==> config.mk <==
export PLATFORM = sky130hd
export DESIGN_NAME = free_list_linked_queue_flat
export DESIGN_NICKNAME = d
export VERILOG_FILES = /design/src/rtl/flq_pkg.sv /design/src/rtl/flq_in_if.sv /design/src/rtl/flq_out_if.sv /design/src/rtl/free_list_linked_queue.sv /design/src/flat_wrapper.sv
export SDC_FILE = /design/constraint.sdc
export NUM_CORES = 1
export LEC_CHECK = 0
export ABC_AREA = 0
export CAP_MARGIN = 40
export CELL_PAD_IN_SITES_DETAIL_PLACEMENT = 0
export CELL_PAD_IN_SITES_GLOBAL_PLACEMENT = 2
export CORE_MARGIN = 8
export CORE_UTILIZATION = 51
export CTS_BUF_LIST = sky130_fd_sc_hd__clkbuf_16
export DETAILED_ROUTE_END_ITERATION = 7
export DONT_BUFFER_PORTS = 1
export GPL_TIMING_DRIVEN = 1
export PLACE_DENSITY = 0.8
export SLEW_MARGIN = 25
export SYNTH_ARGS = -nofsm -noshare
export SYNTH_HDL_FRONTEND = slang
export SYNTH_SLANG_ARGS = --single-unit
export TNS_END_PERCENT = 30
==> constraint.sdc <==
create_clock -name clk -period 5.2 [get_ports clk]
set_clock_uncertainty 0.15 [all_clocks]
set_input_delay 0.52 -clock clk [delete_from_list [all_inputs] [get_ports clk]]
set_output_delay 0.52 -clock clk [all_outputs]
set_load 0.02 [all_outputs]
==> src/rtl/flq_pkg.sv <==
// flq_pkg: shared types and codes for the free-list linked queue
// holds command codes, result status codes, the controller state type and the item field widths
// no dependencies
`timescale 1ns / 1ps

package flq_pkg;

  // command codes
  localparam logic CMD_ENQ = 1'b0;
  localparam logic CMD_DEQ = 1'b1;

  // result status codes
  typedef enum logic [1:0] {
    ST_OK    = 2'd0,
    ST_FULL  = 2'd1,
    ST_EMPTY = 2'd2
  } status_t;

  // controller states
  typedef enum logic {
    S_IDLE = 1'b0,
    S_EXEC = 1'b1
  } state_t;

  // widths of the item fields
  localparam int VALUE_W = 32;
  localparam int OCC_W   = 5;

endpackage

==> src/rtl/flq_in_if.sv <==
// flq_in_if: command channel of the free-list linked queue
// carries valid, ready, the command code and the item to enqueue
// depends on flq_pkg
`timescale 1ns / 1ps

interface flq_in_if;
  import flq_pkg::*;

  logic                      valid;
  logic                      ready;
  logic                      cmd;
  logic signed [VALUE_W-1:0] value;

  modport source (output valid, output cmd, output value, input ready);
  modport sink   (input valid, input cmd, input value, output ready);
endinterface

==> src/rtl/flq_out_if.sv <==
// flq_out_if: result channel of the free-list linked queue
// carries valid, ready, the status, the dequeued item and the occupancy
// depends on flq_pkg
`timescale 1ns / 1ps

interface flq_out_if;
  import flq_pkg::*;

  logic                      valid;
  logic                      ready;
  status_t                   status;
  logic signed [VALUE_W-1:0] out_value;
  logic        [OCC_W-1:0]   occupancy;

  modport source (output valid, output status, output out_value, output occupancy,
                  input ready);
  modport sink   (input valid, input status, input out_value, input occupancy,
                  output ready);
endinterface

==> src/rtl/free_list_linked_queue.sv <==
// free_list_linked_queue: fifo kept as a linked list in a node pool with a free list
// result: registered in S_EXEC, which executes the command accepted in S_IDLE
// flow: a new command is accepted only in S_IDLE, after the link memory read at accept
//   and the write-back in S_EXEC; a result waiting at the output stalls the next
// reset: synchronous active low; queue empty, all nodes free, no clearing pass
//   (never-allocated nodes are tracked by a fill mark and read as a chain i to i+1)
`timescale 1ns / 1ps

module free_list_linked_queue #(
  parameter int DEPTH = 16
) (
  input logic   clk,
  input logic   rst_n,
  flq_in_if.sink    in_ch,
  flq_out_if.source out_ch
);
  import flq_pkg::*;

  localparam int AW = (DEPTH > 1) ? $clog2(DEPTH) : 1;  // node address bits
  localparam int IW = $clog2(DEPTH + 1);                // index bits incl. null
  localparam logic [IW-1:0] NULL_IDX = IW'(DEPTH);

  // node pool memories
  logic [VALUE_W-1:0] value_mem [DEPTH];
  logic [IW-1:0]      next_mem  [DEPTH];

  // control registers
  state_t        state_r, state_nxt;
  logic [IW-1:0] head_r, head_nxt;
  logic [IW-1:0] tail_r, tail_nxt;
  logic [IW-1:0] free_head_r, free_head_nxt;
  logic [IW-1:0] count_r, count_nxt;
  logic [IW-1:0] fill_r, fill_nxt;     // nodes ever allocated
  logic          out_valid_r, out_valid_nxt;

  // payload registers
  logic               cmd_r;
  logic [VALUE_W-1:0] value_r;
  logic [VALUE_W-1:0] val_rd_r;
  logic [IW-1:0]      next_rd_r;
  status_t            status_r, status_nxt;
  logic [VALUE_W-1:0] out_value_r, out_value_nxt;
  logic [OCC_W-1:0]   occ_r, occ_nxt;

  // write-back controls
  logic               val_we;
  logic               next_we;
  logic [IW-1:0]      next_wa;
  logic [IW-1:0]      next_wd;

  logic in_fire;
  logic advance;
  logic [IW-1:0] rd_idx;

  assign in_fire = in_ch.valid && in_ch.ready;
  assign advance = (state_r == S_EXEC) && (!out_valid_r || out_ch.ready);
  assign rd_idx  = (in_ch.cmd == CMD_DEQ) ? head_r : free_head_r;

  // next state
  always_comb begin
    state_nxt = state_r;
    case (state_r)
      S_IDLE: if (in_fire) state_nxt = S_EXEC;
      S_EXEC: if (advance) state_nxt = S_IDLE;
      default: state_nxt = S_IDLE;
    endcase
  end

  // command execution and write-back
  always_comb begin
    head_nxt      = head_r;
    tail_nxt      = tail_r;
    free_head_nxt = free_head_r;
    count_nxt     = count_r;
    fill_nxt      = fill_r;
    out_valid_nxt = out_valid_r;
    status_nxt    = status_r;
    out_value_nxt = out_value_r;
    occ_nxt       = occ_r;
    val_we        = 1'b0;
    next_we       = 1'b0;
    next_wa       = tail_r;
    next_wd       = free_head_r;

    if (out_ch.ready) out_valid_nxt = 1'b0;

    case (state_r)
      S_EXEC: begin
        if (advance) begin
          out_valid_nxt = 1'b1;
          out_value_nxt = '0;
          status_nxt    = ST_OK;
          if (cmd_r == CMD_ENQ) begin
            if (free_head_r >= NULL_IDX) begin
              status_nxt = ST_FULL;
            end else begin
              // fresh nodes chain to the next index
              if (free_head_r >= fill_r) begin
                free_head_nxt = IW'(free_head_r + 1'b1);
                fill_nxt      = IW'(fill_r + 1'b1);
              end else begin
                free_head_nxt = next_rd_r;
              end
              val_we = 1'b1;
              if (head_r >= NULL_IDX) begin
                head_nxt = free_head_r;
              end else begin
                next_we = 1'b1;
                next_wa = tail_r;
                next_wd = free_head_r;
              end
              tail_nxt  = free_head_r;
              count_nxt = IW'(count_r + 1'b1);
            end
          end else begin
            if (head_r >= NULL_IDX) begin
              status_nxt = ST_EMPTY;
            end else begin
              out_value_nxt = val_rd_r;
              // last item leaves: queue goes empty
              if (head_r == tail_r) begin
                head_nxt = NULL_IDX;
                tail_nxt = NULL_IDX;
              end else begin
                head_nxt = next_rd_r;
              end
              next_we       = 1'b1;
              next_wa       = head_r;
              next_wd       = free_head_r;
              free_head_nxt = head_r;
              if (count_r != '0) count_nxt = IW'(count_r - 1'b1);
            end
          end
          occ_nxt = OCC_W'(count_nxt);
        end
      end
      default: ;
    endcase
  end

  // control registers
  always_ff @(posedge clk) begin
    if (!rst_n) begin
      state_r     <= S_IDLE;
      head_r      <= NULL_IDX;
      tail_r      <= NULL_IDX;
      free_head_r <= '0;
      count_r     <= '0;
      fill_r      <= '0;
      out_valid_r <= 1'b0;
    end else begin
      state_r     <= state_nxt;
      head_r      <= head_nxt;
      tail_r      <= tail_nxt;
      free_head_r <= free_head_nxt;
      count_r     <= count_nxt;
      fill_r      <= fill_nxt;
      out_valid_r <= out_valid_nxt;
    end
  end

  // item capture and memory reads on accept
  always_ff @(posedge clk) begin
    if (in_fire) begin
      cmd_r     <= in_ch.cmd;
      value_r   <= in_ch.value;
      next_rd_r <= next_mem[rd_idx[AW-1:0]];
      val_rd_r  <= value_mem[head_r[AW-1:0]];
    end
  end

  // memory writes
  always_ff @(posedge clk) begin
    if (val_we) value_mem[free_head_r[AW-1:0]] <= value_r;
    if (next_we) next_mem[next_wa[AW-1:0]] <= next_wd;
  end

  // result register
  always_ff @(posedge clk) begin
    status_r    <= status_nxt;
    out_value_r <= out_value_nxt;
    occ_r       <= occ_nxt;
  end

  // port drive
  assign in_ch.ready      = (state_r == S_IDLE);
  assign out_ch.valid     = out_valid_r;
  assign out_ch.status    = status_r;
  assign out_ch.out_value = out_value_r;
  assign out_ch.occupancy = occ_r;

  // queue bookkeeping stays consistent and an accept starts execution
  a_head_count: assert property (@(posedge clk) disable iff (!rst_n)
    (head_r == NULL_IDX) == (count_r == '0))
    else $error("head null and zero count disagree");

  a_tail_head: assert property (@(posedge clk) disable iff (!rst_n)
    (tail_r == NULL_IDX) == (head_r == NULL_IDX))
    else $error("tail null and head null disagree");

  a_count_fill: assert property (@(posedge clk) disable iff (!rst_n)
    (count_r <= fill_r) && (fill_r <= NULL_IDX))
    else $error("occupancy exceeds allocated nodes");

  a_accept_busy: assert property (@(posedge clk) disable iff (!rst_n)
    in_fire |=> (!in_ch.ready && !$stable(state_r)))
    else $error("accept did not start execution");

endmodule
==> src/flat_wrapper.sv <==
// flat-port wrapper written by rule: the top's interface ports become plain ports
module free_list_linked_queue_flat import flq_pkg::*;
#(
  parameter int DEPTH = 16
)
  (clk, rst_n, in_ch_valid, in_ch_cmd, in_ch_value, in_ch_ready, out_ch_valid, out_ch_status, out_ch_out_value, out_ch_occupancy, out_ch_ready);
  flq_in_if in_ch_i ();
  flq_out_if out_ch_i ();
  input logic clk;
  input logic rst_n;
  input wire logic [$bits(in_ch_i.valid)-1:0] in_ch_valid;
  input wire logic [$bits(in_ch_i.cmd)-1:0] in_ch_cmd;
  input wire logic [$bits(in_ch_i.value)-1:0] in_ch_value;
  output wire logic [$bits(in_ch_i.ready)-1:0] in_ch_ready;
  output wire logic [$bits(out_ch_i.valid)-1:0] out_ch_valid;
  output wire logic [$bits(out_ch_i.status)-1:0] out_ch_status;
  output wire logic [$bits(out_ch_i.out_value)-1:0] out_ch_out_value;
  output wire logic [$bits(out_ch_i.occupancy)-1:0] out_ch_occupancy;
  input wire logic [$bits(out_ch_i.ready)-1:0] out_ch_ready;
  assign in_ch_i.valid = in_ch_valid;
  assign in_ch_i.cmd = in_ch_cmd;
  assign in_ch_i.value = in_ch_value;
  assign in_ch_ready = in_ch_i.ready;
  assign out_ch_valid = out_ch_i.valid;
  assign out_ch_status = out_ch_i.status;
  assign out_ch_out_value = out_ch_i.out_value;
  assign out_ch_occupancy = out_ch_i.occupancy;
  assign out_ch_i.ready = out_ch_ready;
  free_list_linked_queue #(.DEPTH(DEPTH)) u_core (.clk(clk), .rst_n(rst_n), .in_ch(in_ch_i), .out_ch(out_ch_i));
endmodule
# Yosys cells after proc, flatten, opt, wreduce, memory -nomap -nowiden
# Memory sizes are Yosys's and may differ from the RTL's. A register that Yosys moved wholly into a read port is not among the register bits.
# Index checks and enable logic that the tools add are counted.
[word_totals]
reg_bits = 99
latch_bits = 0
ram_bits = 592
romBits = 0
input_bits = 37
out_inout_bits = 41
wordCells = 82
n_memories = 2
[op_classes]
n_addsub = 4
multipliers = 0
div_mod_pow = 0
n_lt_le_gt_ge = 3
n_eq_ne = 4
shift = 0
mux = 43
n_bitwise = 3
n_reduce_logical = 11
[mem_list]
columns = ["memory", "depth", "width", "rd", "rd_ports_with_merged_regs", "write_ports", "line", "text"]
rows = [
  ["u_core.value_mem", 16, 32, 1, 1, 1, "free_list_linked_queue.sv:24", "logic [VALUE_W-1:0] value_mem [DEPTH];"],
  ["u_core.next_mem", 16, 5, 1, 1, 1, "free_list_linked_queue.sv:25", "logic [IW-1:0] next_mem [DEPTH];"],
]
[op_table]
columns = ["op", "n"]
rows = [
  ["$mux W5", 16],
  ["$mux W4", 5],
  ["$mux W1", 19],
  ["$add A5 B1 Y5 const B", 3],
  ["$ge A5 B5 Y1 const B", 2],
  ["$reduce_and A5 Y1", 2],
  ["$eq A5 B5 Y1", 1],
  ["$ge A5 B5 Y1", 1],
  ["$reduce_bool A5 Y1", 1],
  ["$sub A5 B1 Y5 const B", 1],
  ["$mux W2", 2],
  ["$ne A2 B2 Y1 const B", 2],
  ["$reduce_and A4 Y1", 1],
  ["$not A1 Y1", 3],
  ["$reduce_and A3 Y1", 1],
  ["$logic_and A1 B1 Y1", 2],
  ["$ne A2 B1 Y1 const B", 1],
  ["$pmux W1 S2", 1],
  ["$reduce_and A2 Y1", 1],
  ["$reduce_or A2 Y1", 1],
  ["$logic_not A1 Y1", 1],
  ["$logic_or A1 B1 Y1", 1],
]

# Longest topological paths before layout
[logic_depth]
ltp_word = 8
ltp_mapped = 9
mapped_depth_nobuf = 7

# Worst setup path before layout
# No wires, ideal clock.
[synth_timing]
path_kind = "input -> register"
from = "input in_ch_valid"
to = "register u_core.cmd_r (enable)"
setup_ns = 0.507
arrival_ns = 3.591
required_time_ns = 4.543
path_slack_ns = 0.953
stages = 1
path_buffers = 0
path_cell_list = "nor2b_1"
[synth_via]
elab_chain_cells = 1
[synth_lines]
columns = ["element", "line", "text"]
rows = [
  ["from (decl)", "flat_wrapper.sv:11", "input wire logic [$bits(in_ch_i.valid)-1:0] in_ch_valid;"],
  ["$logic_and A1 B1 Y1", "free_list_linked_queue.sv:55", "assign in_fire = in_ch.valid && in_ch.ready;"],
  ["to (signal assigned)", "free_list_linked_queue.sv:165", "cmd_r <= in_ch.cmd;"],
  ["to (decl)", "free_list_linked_queue.sv:37", "logic cmd_r;"],
]
# Every way passes these cells.
# A chain may end at the register's enable or synchronous reset.

# Final worst setup path
[layout_timing]
from = "register u_core.cmd_r"
to = "memory u_core.next_mem[2][3] in the netlist's numbering (enable)"
[layout_via]
elab_chain_cells = 5
word_cells_on_any_way = 8
classes_between = "mux: 8"
[layout_lines]
columns = ["element", "line", "text"]
rows = [
  ["$mux W1", "free_list_linked_queue.sv:93", "if (cmd_r == CMD_ENQ) begin"],
  ["$mux W1", "free_list_linked_queue.sv:89", "if (advance) begin"],
  ["$mux W1", "free_list_linked_queue.sv:87", "case (state_r)"],
  ["$mux W1", "free_list_linked_queue.sv:175", "if (next_we) next_mem[next_wa[AW-1:0]] <= next_wd;"],
  ["$mux W1 (implied by the code)", "free_list_linked_queue.sv:175", ""],
  ["to (decl)", "free_list_linked_queue.sv:25", ""],
]
# Several ways; a longest one is shown, not always the timed one.

==> out/metrics.csv <==
metric,value,unit
run status,"finished, final reports clean",
final design utilization,0.582,
share of the synthesized area in the top cell type,0.752,
Mapped Area,28000,um2
Yosys reg bits,728,
Clk network pwr share,0.420,
mean post-synth cell area,21.9,um2
max-slew violation total from the final report,0,
Layout area overhead,13.6,%
post-synth top area cell,edfxtp_1,
min-delay worst type,input port to register,
post-layout worst setup margin,1.49,ns
Tcrit/Tclk final,0.713,
Place WS,1.49,ns
Die Y,250,um
routability cong.,0.755,
Post-Route WL,56300,um
std cell rows,86,
count of unique library cells instantiated by Yosys,52,
critical path class,register to register,
Clock Sink Count,728,
Rel. slew slack,0.481,
Die X,250,um
Worst-Margin Slew,0.770,ns
RSZ-0062 raised after global routing,false,
vias,12500,
sequential share of power,0.532,
initial antenna violation count,0,
Tmin final,3.71,ns
Synth Area in XOR/XNOR,0.00281,
number of global-route vias before repair,13000,
Syn Inst Count,1278,
post-synthesis mux area share,0.155,
largest family of logic cells by synthesized area,multiplexers,
sequential fraction of the synthesis area,0.771,
startpoint types,register,
fin cells,2108,
adder and majority cell fraction of the synthesized area,0.00536,
CTS Root Cell,clkbuf_16,
clock transition at the registers of the reported paths,0.06,ns
FMAX,270,MHz
Post-synth EDFFs,701,
core area,54700,um2
first-pass GRT wire length,84900,um
Residual DRC,0,
Max clock buf depth,3,
total power,12.6,mW
CP max FO,38,
fraction of layout cells with a size suffix above 1,0.221,
Pre-Repair DR Iteration Count,8,
clock buffer count from CTS,75,
count of warnings emitted by yosys,0,
later-pin clock latency in the skew report,0.61,ns
H-tree depth,3,
final net count,1399,
ranking of synthesized cells by area,"edfxtp_1, mux4_2, mux4_1, dfxtp_1, and2_1",
top post-synthesis cells by count,"edfxtp_1, mux4_2, and2_1, clkbuf_1, nor2_1",
Ports,78,
top_reg_cell synth,edfxtp_1,
syn nets,1327,
Initial Util,0.512,
final setup fails,0,
port bufs,0,
number of max-cap violations,0,
dpl hpwl,31300,um
sw power,2.62,mW
largest net degree at the start of global routing,78,
switching fraction of total power,0.208,
vias per cell,5.93,
"Async S/R FF share, synth",0,
Synth Area in Simple Gates,0.0319,
# diodes,0,
WP data required,5.34,ns
"count leader, synth",edfxtp_1,
Overflow after GRT,0,
CP arrival,3.85,ns
Combinational Power Share,0.049,
post-cts resize count,0,
setup tns final,0,ns
crit end category,register,
setup repair bufs after CTS,0,
GRT Util Overall,0.181,
Pint,10.0,mW
pwr/cell area,397,nW/um2
die area,62700,um2
remaining antenna violation count after routing,0,
WL/cell,26.7,um
Compound-Gate Fraction of Synth Area,0.0187,
final hold viol count,0,
Initial DRC Count,1033,
Max VDD drop,0.282,mV
post-placement cell count,1941,
CTS tree,done,
leakage power,10.1,nW
Fillers,3886,
-- placed cells by master, fill, tap and decap left out, types with 3 or more instances in the layout --
| cell | instances |
|---|---|
| a21oi_1 | 30 |
| a22oi_1 | 8 |
| a31oi_1 | 6 |
| and2_1 | 34 |
| and3_2 | 6 |
| and3_4 | 10 |
| buf_12 | 7 |
| buf_16 | 6 |
| buf_4 | 12 |
| bufinv_16 | 8 |
| clkbuf_16 | 79 |
| clkinv_1 | 10 |
| clkinv_2 | 9 |
| clkinvlp_4 | 3 |
| dfxtp_1 | 22 |
| dfxtp_4 | 3 |
| dlygate4sd3_1 | 35 |
| edfxtp_1 | 701 |
| ha_1 | 12 |
| inv_1 | 33 |
| mux2_2 | 3 |
| mux2i_1 | 19 |
| mux4_1 | 30 |
| mux4_2 | 147 |
| nand2_1 | 25 |
| nand2b_1 | 6 |
| nand3_1 | 9 |
| nand3b_1 | 5 |
| nor2_1 | 34 |
| nor2b_1 | 7 |
| nor3_1 | 3 |
| nor3b_1 | 7 |
| o21ai_0 | 18 |
| o221ai_1 | 4 |
| o31ai_1 | 4 |
| o32ai_1 | 3 |
| xnor2_1 | 6 |
| xor2_1 | 3 |
-- path summary, 6_finish.rpt --
path / startpoint / end / slack (ns) / cells after the start
worst max-delay path: u_core.cmd_r / u_core.next_mem[2][3] / 1.49 / 6
worst min-delay path: in_ch_cmd / u_core.next_rd_r[1] / 0.13 / 2
worst max register to register: u_core.cmd_r / u_core.next_mem[2][3] / 1.49 / 6
worst min register to register: u_core.fill_r[2] / u_core.fill_r[2] / 0.35 / 2
-- repair_timing --
action	in CTS	in global routing
hold buffers	35	0
endpoints found under the hold margin	50	0
setup endpoints to repair	0	0
-- area by class of cell --
| cell class | count | area (um2) | share of cell area |
|---|---|---|---|
| Clock buffer | 79 | 1980 | 0.0621 |
| Clock inverter | 52 | 474 | 0.0149 |
| Inverter | 16 | 60.1 | 0.00189 |
| Multi-Input combinational cell | 468 | 6060 | 0.191 |
| Sequential cell | 728 | 21600 | 0.679 |
| Tap cell | 704 | 881 | 0.0277 |
| Timing Repair Buffer | 61 | 757 | 0.0238 |
-- power groups by stage --
| stage | combinational (mW) | sequential, mW | clock [mW] |
|---|---|---|---|
| floorplan | 0.464 | 6.78 | 0 |
| global placement | 0.556 | 6.86 | 0 |
| detailed placement | 0.587 | 6.86 | 0 |
| CTS | 0.612 | 6.74 | 5.41 |
| global route | 0.660 | 6.74 | 5.62 |
| finish | 0.615 | 6.72 | 5.30 |
-- layer usage --
layer  track usage  vias to the layer above  routed length (um)
met2         0.291                      337               27700
met3        0.0335                       91                2720
li1              -                     5475                   -
met5             0                        -                   0
met1         0.254                     6599               24700
met4        0.0520                        0                1170
-- metrics by stage --
step	hold WS, ns	cell area, um2
6_report	0.131	31800
5_1_grt	0.0972	31800
4_1_cts	0.0909	31800
3_5_place_dp	0.337	29000
3_3_place_gp	0.326	28700
2_1_floorplan	0.302	28000
-- kinds of logic after synthesis --
kind of cell	count (synthesis)
mux	200
fa+ha+maj	12
buf+inv	82
flops	728
compound gates	84
simple gates	163
xor+xnor	9
-- critical path, cell delays in order, from the launching register on --
cell,delay [ns]
edfxtp_1,0.61
nor2b_4,0.22
buf_4,0.44
nand3_1,0.67
and3b_1,0.44
o21ai_0,0.59
nor2_1,0.29
-- sequential cells by signal, summed over array words and instances (netlist names) --
signal                   flops
u_core.next_mem             80
u_core.next_rd_r             5
u_core.free_head_r           5
u_core.head_r                5
u_core.cmd_r                 1
u_core.out_ch.status         2
u_core.fill_r                5
u_core.val_rd_r             32
u_core.state_r               1
u_core.out_ch.valid          1
u_core.tail_r                5
u_core.value_r              32
u_core.out_ch.occupancy      5
u_core.value_mem           512
u_core.out_ch.out_value     32
u_core.count_r               5
Power figures use the tool's default switching activity.
